==> config.mk <==
export PLATFORM = sky130hd
export DESIGN_NAME = backlight_idle_sleep_fade_top
export DESIGN_NICKNAME = d
export VERILOG_FILES = /design/src/rtl/bif_pkg.sv /design/src/rtl/bif_div.sv /design/src/rtl/bif_datapath.sv /design/src/rtl/bif_ctrl.sv /design/src/rtl/backlight_idle_sleep_fade_top.sv
export SDC_FILE = /design/constraint.sdc
export NUM_CORES = 2
export LEC_CHECK = 0
export BUFFER_PORTS_ARGS = -buffer_cell sky130_fd_sc_hd__buf_2
export CAP_MARGIN = 20
export CORE_ASPECT_RATIO = 0.5
export CORE_MARGIN = 8
export CORE_UTILIZATION = 55
export CTS_CLUSTER_DIAMETER = 80
export DETAILED_ROUTE_END_ITERATION = 16
export PLACE_DENSITY = 0.71
export SKIP_CTS_REPAIR_TIMING = 1
export SLEW_MARGIN = 40
export SYNTH_ARGS = -nofsm -noshare
export SYNTH_HDL_FRONTEND = slang
export SYNTH_SLANG_ARGS = --single-unit
==> constraint.sdc <==
create_clock -name clock -period 15.1 [get_ports clock]
set_input_delay 2.265 -clock clock [delete_from_list [all_inputs] [get_ports clock]]
set_output_delay 2.265 -clock clock [all_outputs]
set_load 0.02 [all_outputs]
==> src/rtl/bif_pkg.sv <==
// Shared types and constants of the backlight idle-sleep fader.
// No dependencies.
`timescale 1ns / 1ps
`default_nettype none
package bif_pkg;
   localparam int IdleBits  = 24;
   localparam int AnimBits  = 16;
   localparam int LevelBits = 8;
   localparam int DenBits   = 2 * AnimBits;
   localparam int NumBits   = DenBits + LevelBits + 1;

   localparam logic [2:0] CMD_TICK = 3'd0;
   localparam logic [2:0] CMD_TOGGLE = 3'd2;
   localparam logic [2:0] CMD_UP = 3'd3;
   localparam logic [2:0] CMD_DOWN = 3'd4;

   localparam logic [1:0] MODE_AWAKE = 2'd0;
   localparam logic [1:0] MODE_OUT = 2'd1;
   localparam logic [1:0] MODE_ASLEEP = 2'd2;
   localparam logic [1:0] MODE_IN = 2'd3;

   localparam logic [2:0] REG_IDLE = 3'd0;
   localparam logic [2:0] REG_SLEEP = 3'd1;
   localparam logic [2:0] REG_WAKE = 3'd2;
   localparam logic [2:0] REG_MAX = 3'd3;
   localparam logic [2:0] REG_STEP = 3'd4;
   localparam logic [2:0] REG_CURVE = 3'd5;
   localparam logic [2:0] REG_INIT = 3'd6;

   typedef struct packed {
      logic       load;    // latch the accepted transaction
      logic       mul1;    // form den and num products
      logic       mul2;    // form blend numerator
      logic       div_start;
      logic       commit;  // apply the item to the state
   } ctrl_type;

   typedef struct packed {
      logic need_div;
      logic div_done;
      logic out_pending;
   } stat_type;
endpackage
`default_nettype wire

==> src/rtl/bif_div.sv <==
// Restoring serial divider, one quotient bit per cycle.
// Depends on bif_pkg.
`timescale 1ns / 1ps
`default_nettype none
module bif_div (
   input  wire logic                          clock,
   input  wire logic                          reset,
   input  wire logic                          start,
   input  wire logic [bif_pkg::NumBits-1:0]   dividend,
   input  wire logic [bif_pkg::NumBits-1:0]   divisor,
   output logic                               done,
   output logic [bif_pkg::LevelBits-1:0]      quotient
);
   import bif_pkg::*;
   localparam int CntBits = $clog2(NumBits + 1);
   logic [NumBits-1:0] rem_ff, rem_in, quo_ff, quo_in, dsr_ff, dsr_in;
   logic [CntBits-1:0] cnt_ff, cnt_in;
   logic               busy_ff, busy_in, done_ff, done_in;
   logic [NumBits:0]   trial;

   always_comb begin
      rem_in = rem_ff; quo_in = quo_ff; dsr_in = dsr_ff;
      cnt_in = cnt_ff; busy_in = busy_ff; done_in = 1'b0;
      trial = {rem_ff, quo_ff[NumBits-1]};
      if (start) begin
         rem_in = '0; quo_in = dividend; dsr_in = divisor;
         cnt_in = CntBits'(NumBits); busy_in = 1'b1;
      end else if (busy_ff) begin
         quo_in = {quo_ff[NumBits-2:0], 1'b0};
         if (trial >= {1'b0, dsr_ff}) begin
            rem_in = NumBits'(trial - {1'b0, dsr_ff});
            quo_in[0] = 1'b1;
         end else begin
            rem_in = trial[NumBits-1:0];
         end
         cnt_in = cnt_ff - 1'b1;
         if (cnt_ff == CntBits'(1)) begin
            busy_in = 1'b0; done_in = 1'b1;
         end
      end
   end

   always_ff @(posedge clock) begin
      rem_ff <= rem_in; quo_ff <= quo_in; dsr_ff <= dsr_in; cnt_ff <= cnt_in;
      if (reset) begin
         busy_ff <= 1'b0; done_ff <= 1'b0;
      end else begin
         busy_ff <= busy_in; done_ff <= done_in;
      end
   end

   assign done = done_ff;
   // quotient never exceeds the largest 8-bit level (255)
   assign quotient = quo_ff[LevelBits-1:0];
endmodule
`default_nettype wire

==> src/rtl/bif_datapath.sv <==
// State registers, fade arithmetic and result register of the fader.
// Depends on bif_pkg and bif_div.
`timescale 1ns / 1ps
`default_nettype none
module bif_datapath (
   input  wire logic                 clock,
   input  wire logic                 reset,
   input  wire bif_pkg::ctrl_type    ctrl,
   output bif_pkg::stat_type         stat,
   input  wire logic [2:0]           in_cmd,
   input  wire logic                 in_pressed,
   input  wire logic                 csr_valid,
   input  wire logic [2:0]           csr_index,
   input  wire logic [23:0]          csr_data,
   input  wire logic                 out_ready,
   output logic                      out_valid,
   output logic [7:0]                out_level,
   output logic                      out_enabled,
   output logic [1:0]                out_mode
);
   import bif_pkg::*;
   logic [IdleBits-1:0]  timeout_ff, idle_ff, idle_in;
   logic [AnimBits-1:0]  sleep_ff, wake_ff, anim_ff, anim_in;
   logic [LevelBits-1:0] maxl_ff, step_ff;
   logic                 curve_ff;
   logic                 on_ff, on_in, pend_ff, pend_in;
   logic [1:0]           mode_ff, mode_in;
   logic [LevelBits-1:0] start_ff, start_in, rem_ff, rem_in, shown_ff, shown_in;
   logic [LevelBits-1:0] last_ff, last_in;
   logic [2:0]           cmd_ff;
   logic                 prs_ff;
   logic [7:0]           rlev_ff, rlev_in;
   logic                 ren_ff, ren_in, rvalid_ff, rvalid_in;
   logic [1:0]           rmode_ff, rmode_in;
   // blend operands
   logic [LevelBits-1:0] s_lv, r_lv;
   logic [AnimBits-1:0]  dur, a_cl;
   logic                 ease;
   logic [DenBits-1:0]   den_ff, num_ff;
   logic [NumBits-1:0]   tot_ff, dvd, dvs;
   logic [AnimBits:0]    twod_m_a;
   logic [LevelBits-1:0] blend_v;
   logic                 div_done;
   logic [IdleBits-1:0]  idle_t;
   logic [AnimBits-1:0]  anim_t;
   logic [LevelBits:0]   up_sum;
   logic [LevelBits-1:0] v, cap;
   logic                 trig;

   function automatic logic [LevelBits-1:0] clampl(input logic [LevelBits-1:0] x,
                                                   input logic [LevelBits-1:0] c);
      return (x > c) ? c : x;
   endfunction

   assign cap = maxl_ff;
   assign trig = pend_ff;
   // a pending wake trigger reloads the fade-in start level before the blend
   assign s_lv = (mode_ff == MODE_OUT) ? rem_ff : (trig ? shown_ff : start_ff);
   assign r_lv = (mode_ff == MODE_OUT) ? '0 : rem_ff;
   assign dur  = (mode_ff == MODE_OUT) ? sleep_ff : wake_ff;
   assign ease = (mode_ff == MODE_OUT) ? 1'b0 : curve_ff;
   assign idle_t = (idle_ff != '1) ? idle_ff + 1'b1 : idle_ff;
   assign anim_t = (anim_ff != '1) ? anim_ff + 1'b1 : anim_ff;
   assign a_cl = (anim_t > dur) ? dur : anim_t;
   assign twod_m_a = {dur, 1'b0} - {1'b0, a_cl};
   assign dvd = {tot_ff[NumBits-2:0], 1'b0} + NumBits'(den_ff);
   assign dvs = {{(NumBits-DenBits-1){1'b0}}, den_ff, 1'b0};

   assign stat.need_div = (cmd_ff == CMD_TICK) && on_ff && (dur != '0) &&
                          ((mode_ff == MODE_OUT && !trig) || mode_ff == MODE_IN);
   assign stat.out_pending = rvalid_ff;
   assign stat.div_done = div_done;

   bif_div u_div (
      .clock(clock), .reset(reset), .start(ctrl.div_start),
      .dividend(dvd), .divisor(dvs),
      .done(div_done), .quotient(blend_v)
   );

   always_comb begin
      idle_in = idle_ff; anim_in = anim_ff; on_in = on_ff; pend_in = pend_ff;
      mode_in = mode_ff; start_in = start_ff; rem_in = rem_ff;
      shown_in = shown_ff; last_in = last_ff;
      rlev_in = rlev_ff; ren_in = ren_ff; rmode_in = rmode_ff;
      rvalid_in = rvalid_ff && !out_ready;
      up_sum = {1'b0, shown_ff} + {1'b0, step_ff};
      v = (dur == '0) ? r_lv : blend_v;
      if (ctrl.commit) begin
         if (cmd_ff == CMD_TICK) begin
            idle_in = idle_t; anim_in = anim_t;
            if (on_ff) begin
               if (trig) begin
                  start_in = shown_ff; idle_in = '0;
               end
               unique case (mode_ff)
                  MODE_ASLEEP: begin
                     if (trig) begin
                        mode_in = MODE_IN; anim_in = '0;
                     end else begin
                        shown_in = '0;
                     end
                  end
                  MODE_AWAKE: begin
                     if (idle_in > timeout_ff) begin
                        mode_in = MODE_OUT; rem_in = shown_ff; anim_in = '0;
                     end
                  end
                  default: begin
                     if (trig && mode_ff == MODE_OUT) begin
                        mode_in = MODE_IN; anim_in = '0;
                     end else begin
                        if (v != last_ff) begin
                           shown_in = clampl(v, cap); last_in = v;
                        end
                        if (v == r_lv) begin
                           shown_in = clampl(r_lv, cap);
                           mode_in = (mode_ff == MODE_OUT) ? MODE_ASLEEP : MODE_AWAKE;
                        end
                     end
                  end
               endcase
               pend_in = 1'b0;
            end
         end else begin
            if (on_ff) pend_in = 1'b1;
            if (prs_ff) begin
               if (cmd_ff == CMD_TOGGLE) on_in = !on_ff;
               else if (cmd_ff == CMD_UP && on_ff)
                  shown_in = (up_sum > {1'b0, cap}) ? cap : up_sum[LevelBits-1:0];
               else if (cmd_ff == CMD_DOWN && on_ff)
                  shown_in = clampl((shown_ff < step_ff) ? '0 : shown_ff - step_ff, cap);
            end
         end
         ren_in = on_in && (shown_in != '0);
         rlev_in = ren_in ? shown_in : '0;
         rmode_in = mode_in;
         if (ren_in != ren_ff || rlev_in != rlev_ff || rmode_in != rmode_ff)
            rvalid_in = 1'b1;
      end
      // writing the initial level also loads it into the shown level
      if (csr_valid && csr_index == REG_INIT)
         shown_in = clampl(csr_data[7:0], maxl_ff);
   end

   always_ff @(posedge clock) begin
      if (ctrl.load) begin
         cmd_ff <= in_cmd; prs_ff <= in_pressed;
      end
      if (ctrl.mul1) begin
         den_ff <= DenBits'(dur) * DenBits'(dur);
         num_ff <= ease ? DenBits'(a_cl) * DenBits'(twod_m_a)
                        : DenBits'(a_cl) * DenBits'(a_cl);
      end
      if (ctrl.mul2)
         tot_ff <= NumBits'(s_lv) * NumBits'(den_ff - num_ff) +
                   NumBits'(r_lv) * NumBits'(num_ff);
      if (reset) begin
         timeout_ff <= 24'd60000; sleep_ff <= 16'd1000; wake_ff <= 16'd500;
         maxl_ff <= 8'd15; step_ff <= 8'd1; curve_ff <= 1'b1;
         on_ff <= 1'b1; pend_ff <= 1'b1; mode_ff <= MODE_AWAKE;
         idle_ff <= '0; anim_ff <= '0; start_ff <= '0; rem_ff <= '0;
         shown_ff <= 8'd15; last_ff <= '0;
         rlev_ff <= '0; ren_ff <= 1'b0; rmode_ff <= MODE_AWAKE; rvalid_ff <= 1'b0;
      end else begin
         on_ff <= on_in; pend_ff <= pend_in; mode_ff <= mode_in;
         idle_ff <= idle_in; anim_ff <= anim_in; start_ff <= start_in;
         rem_ff <= rem_in; shown_ff <= shown_in; last_ff <= last_in;
         rlev_ff <= rlev_in; ren_ff <= ren_in; rmode_ff <= rmode_in;
         rvalid_ff <= rvalid_in;
         if (csr_valid) begin
            unique case (csr_index)
               REG_IDLE:  timeout_ff <= csr_data;
               REG_SLEEP: sleep_ff <= csr_data[15:0];
               REG_WAKE:  wake_ff <= csr_data[15:0];
               REG_MAX:   maxl_ff <= csr_data[7:0];
               REG_STEP:  step_ff <= csr_data[7:0];
               REG_CURVE: curve_ff <= csr_data[0];
               default: ;
            endcase
         end
      end
   end

   assign out_valid = rvalid_ff;
   assign out_level = rlev_ff;
   assign out_enabled = ren_ff;
   assign out_mode = rmode_ff;
endmodule
`default_nettype wire

==> src/rtl/bif_ctrl.sv <==
// Sequencing state machine of the fader.
// Depends on bif_pkg.
`timescale 1ns / 1ps
`default_nettype none
module bif_ctrl (
   input  wire logic               clock,
   input  wire logic               reset,
   input  wire logic               in_valid,
   output logic                    in_ready,
   input  wire bif_pkg::stat_type  stat,
   output bif_pkg::ctrl_type       ctrl
);
   import bif_pkg::*;
   typedef enum logic [6:0] {
      ST_IDLE  = 7'b0000001, ST_DEC = 7'b0000010, ST_MUL1 = 7'b0000100,
      ST_MUL2  = 7'b0001000, ST_START = 7'b0010000, ST_DIV = 7'b0100000,
      ST_DONE  = 7'b1000000
   } state_type;
   state_type state_ff, state_in;

   // hold new items until the previous result left
   assign in_ready = (state_ff == ST_IDLE) && !stat.out_pending;

   always_comb begin
      state_in = state_ff;
      ctrl = '0;
      unique case (state_ff)
         ST_IDLE: if (in_valid && in_ready) begin
            ctrl.load = 1'b1; state_in = ST_DEC;
         end
         ST_DEC: state_in = stat.need_div ? ST_MUL1 : ST_DONE;
         ST_MUL1: begin
            ctrl.mul1 = 1'b1; state_in = ST_MUL2;
         end
         ST_MUL2: begin
            ctrl.mul2 = 1'b1; state_in = ST_START;
         end
         // launch the divider once the numerator register holds its value
         ST_START: begin
            ctrl.div_start = 1'b1; state_in = ST_DIV;
         end
         ST_DIV: if (stat.div_done) state_in = ST_DONE;
         ST_DONE: begin
            ctrl.commit = 1'b1; state_in = ST_IDLE;
         end
         default: state_in = ST_IDLE;
      endcase
   end

   always_ff @(posedge clock) begin
      if (reset) state_ff <= ST_IDLE;
      else state_ff <= state_in;
   end
endmodule
`default_nettype wire

==> src/rtl/backlight_idle_sleep_fade_top.sv <==
// Channel  | Dir | Payload
// req      | in  | tdata: cmd[2:0], pressed[3]
// rsp      | out | tdata: level[7:0], enabled[8], mode[10:9]
// csr      | in  | index[2:0], data[23:0]
// A key or plain tick passes through decode and commit; a fading tick adds
// the MUL1, MUL2 and START states and the 41-step serial divider (one
// quotient bit a cycle). Reset is synchronous, active high.
// A waiting result holds req_tready low until rsp takes it.
`timescale 1ns / 1ps
`default_nettype none
module backlight_idle_sleep_fade_top (
   input  wire logic        clock,
   input  wire logic        reset,
   input  wire logic        req_tvalid,
   output logic             req_tready,
   input  wire logic [7:0]  req_tdata,   // cmd, pressed
   output logic             rsp_tvalid,
   input  wire logic        rsp_tready,
   output logic [15:0]      rsp_tdata,   // level, enabled, mode
   input  wire logic        csr_valid,
   output logic             csr_ready,
   input  wire logic [2:0]  csr_index,
   input  wire logic [23:0] csr_data
);
   import bif_pkg::*;
   ctrl_type ctrl;
   stat_type stat;
   logic [7:0] lv;
   logic       en;
   logic [1:0] md;

   assign csr_ready = 1'b1;

   bif_ctrl u_ctrl (
      .clock(clock), .reset(reset), .in_valid(req_tvalid),
      .in_ready(req_tready), .stat(stat), .ctrl(ctrl)
   );

   bif_datapath u_dp (
      .clock(clock), .reset(reset), .ctrl(ctrl), .stat(stat),
      .in_cmd(req_tdata[2:0]), .in_pressed(req_tdata[3]),
      .csr_valid(csr_valid), .csr_index(csr_index), .csr_data(csr_data),
      .out_ready(rsp_tready), .out_valid(rsp_tvalid),
      .out_level(lv), .out_enabled(en), .out_mode(md)
   );

   assign rsp_tdata = {5'd0, md, en, lv};
endmodule
`default_nettype wire

==> impl_metrics.ini <==
[status]
run_status = completed

[clock_network]
root_buffer = clkbuf_16
clock_sinks = 394
clockBufferDepth = 3
cts_buffers = 42
clk_pin_slew_ns = 0.07
cts_tree = yes
insertion_delay_ns = 0.62
cts.htree.levels = 2

[yosys]
synthArstFlopShare_pct = 0
synthDistinctLibCells = 96
synth_area_leaders = fa_1 31%, ha_1 11%, edfxtp_1 8.5%
synth_compound_area_share_pct = 10.7
synth_cells = 7314
yosys.cell_count.top_type = inv_1
muxShareOfSynthArea_pct = 1.47
synth_top_area_cell = fa_1
ys.flop_type = dfxtp_1
ys_seq_area_share_pct = 15.3
ys_ff_latch = 394
synth_edf_count = 179
synth_top_family_by_area = adder cells
synth-xor-area-share_pct = 4.26
synth_common_cells = 1290 x inv_1, 990 x fa_1, 983 x nand2_1
avgSynthCellArea_sq_um = 8.65
synthAdderAreaFrac_pct = 42.7
yosys.area_share.simple_pct = 16.1
synth.cell_area_sq_um = 63300
yosysTopAreaCellShare_pct = 31.3
yosysWarnings = 0

[routing]
wl_per_cell_um = 19.0
drt_wl_total_um = 168000
routed-via-count = 50200
drt.antenna.violating_nets = 0
drt_first_pass_iters = 6
drt-initial-drc-count = 4444
post-route-drc-count = 0
vias_per_cell = 5.70

[timing]
rsz0062_at_grt = no
finalHoldViolCount = 0
holdWs_ns = 0.456
min_period_ns = 13.82
max_freq_mhz = 72.3
max-slew-margin-rel_pct = 35.8
drv_slew = 0
worst_slew_pin_slew_ns = 0.956
setup-violations-final = 0
setup_tns_ns = 0
fin_worst_skew_ns = 0.0238
period_share_pct = 91.5

[flow_run]
maxCapViolCount = 0

[worst_setup_path]
critical_path.slowest_cell = a2111oi_0
cp-start-kind = flip-flop
cpMostUsedCell = fa_1
critPathMaxStageDelay_ns = 0.77
endpoint_kind = flip-flop
worstSetupPathType = flip-flop to flip-flop
required_ns = 15.44
path_max_fanout = 24
worstPathArrival_ns = 14.16

[power_and_ir_drop]
ir_drop_uv = 90.5
power_mw = 3.53
power.leakage_nw = 31.4
powerDensity_nw_per_um2 = 52.6

[placement]
portBuffers = 48
dp_hpwl_um = 132000
routabilityCongestion = 0.947

[grt]
grt_max_degree = 105
grtUsageTotal_pct = 26.5
overflow = 0
grt_pass1_wl_um = 270000
first_global_vias = 50500
grt_antenna_before_repair = 7

[floorplanning]
die-area_sq_um = 127000
die_y_um = 256
coreArea_sq_um = 115000
initial_utilization_pct = 55.2
rows = 88
dieWidth_um = 496
io_pins = 59

[cells_and_area]
antennaDiodeCount = 0
drive_gt1_share_pct = 4.67
final_nets = 8844
synthToLayoutAreaGrowth_pct = 5.97

[worst_hold_path]
hold_class = flip-flop to flip-flop
cells in the final DEF, fill, tap and decap left out, types with 50 or more instances in the layout:
cell type	instances
nand3_1	92
xnor2_1	179
a21oi_1	353
mux2i_1	59
fa_1	990
o21a_1	50
o21ai_0	237
and3_1	129
nor2_1	663
nand2_1	981
inv_1	1287
ha_1	574
nor3_1	89
edfxtp_1	179
and2_1	89
dfxtp_1	213
xor2_1	101
a21o_1	88
buf_4	95
final timing paths:
| kind | from | endpoint | slack [ns] | cells after the start |
|---|---|---|---|---|
| worst max-delay path | u_dp.anim_ff[3]$_SDFFE_PP0P_ | u_dp.num_ff[31]$_DFFE_PP_ | 1.28 | 49 |
| worst min register to register | u_dp.timeout_ff[18]$_SDFFE_PP0P_ | u_dp.timeout_ff[18]$_SDFFE_PP0P_ | 0.46 | 2 |
| worst min-delay path | u_dp.timeout_ff[18]$_SDFFE_PP0P_ | u_dp.timeout_ff[18]$_SDFFE_PP0P_ | 0.46 | 2 |
| worst max register to register | u_dp.anim_ff[3]$_SDFFE_PP0P_ | u_dp.num_ff[31]$_DFFE_PP_ | 1.28 | 49 |
per-stage QoR:
stage / worst slack (ns) / cells / instance area (sq um) / util, %
2_1_floorplan: 2.13 / 7318 / 63300 / -
3_3_place_gp: 1.74 / 8722 / 65300 / 56.9
3_5_place_dp: 1.43 / 8726 / 65500 / 57.1
4_1_cts: 1.38 / 8804 / 67000 / 58.4
5_1_grt: 0.433 / 8804 / 67100 / 58.4
6_report: 1.28 / 8804 / 67100 / 58.4
logic make-up after synthesis:
group	after synthesis
adders and majority gates	1564
muxes	90
buffers and inverters	1581
other	2
AOI/OAI and AO/OA	1084
DFF	394
and+or+nand+nor	2291
xor gates and xnor gates	308
power by group:
part	internal, mW	leakage (nW)	total (mW)	switching [mW]
Clock	0.633	0.716	1.14	0.505
Sequential	1.17	3.36	1.19	0.0171
Combinational	0.492	27.3	1.20	0.709
per-layer routing:
metal  GRT usage, %  part of all wire (%)  vias to the layer above  wire [um]
li1               -                     -                    23200          -
met1           36.9                    43                    24600      71600
met5              0                 0.010                        -         17
met4           7.69                   3.2                        2       5300
met3           6.21                    11                      349      17900
met2           41.4                    43                     1999      72900
state kept, by name, summed over array words and instances, names as in the netlist, 16 cells and up:
signal / flops
u_dp.anim_ff: 16
u_dp.den_ff: 31
u_dp.idle_ff: 24
u_dp.num_ff: 32
u_dp.sleep_ff: 16
u_dp.timeout_ff: 24
u_dp.tot_ff: 40
u_dp.u_div.dsr_ff: 31
u_dp.u_div.quo_ff: 41
u_dp.u_div.rem_ff: 41
u_dp.wake_ff: 16
final cells by class:
class / instances / area (sq um)
Clock buffer: 53 / 1180
Multi-Input combinational cell: 5343 / 48000
Clock inverter: 25 / 295
Timing Repair Buffer: 149 / 1050
Sequential cell: 394 / 9680
Inverter: 1310 / 4920
Tap cell: 1530 / 1910
Fill cell: 10300 / 47700
critical path: cells and delay by family (launching register included):
family,cells,cell delay [ns]
compound gates,18,5.39
fa+ha+maj,9,4.07
simple gates,10,1.70
buf+inv,7,1.02
xor+xnor,3,0.55
flops,1,0.45
mux,2,0.34
Note: power is estimated with default switching activity, not from simulation.
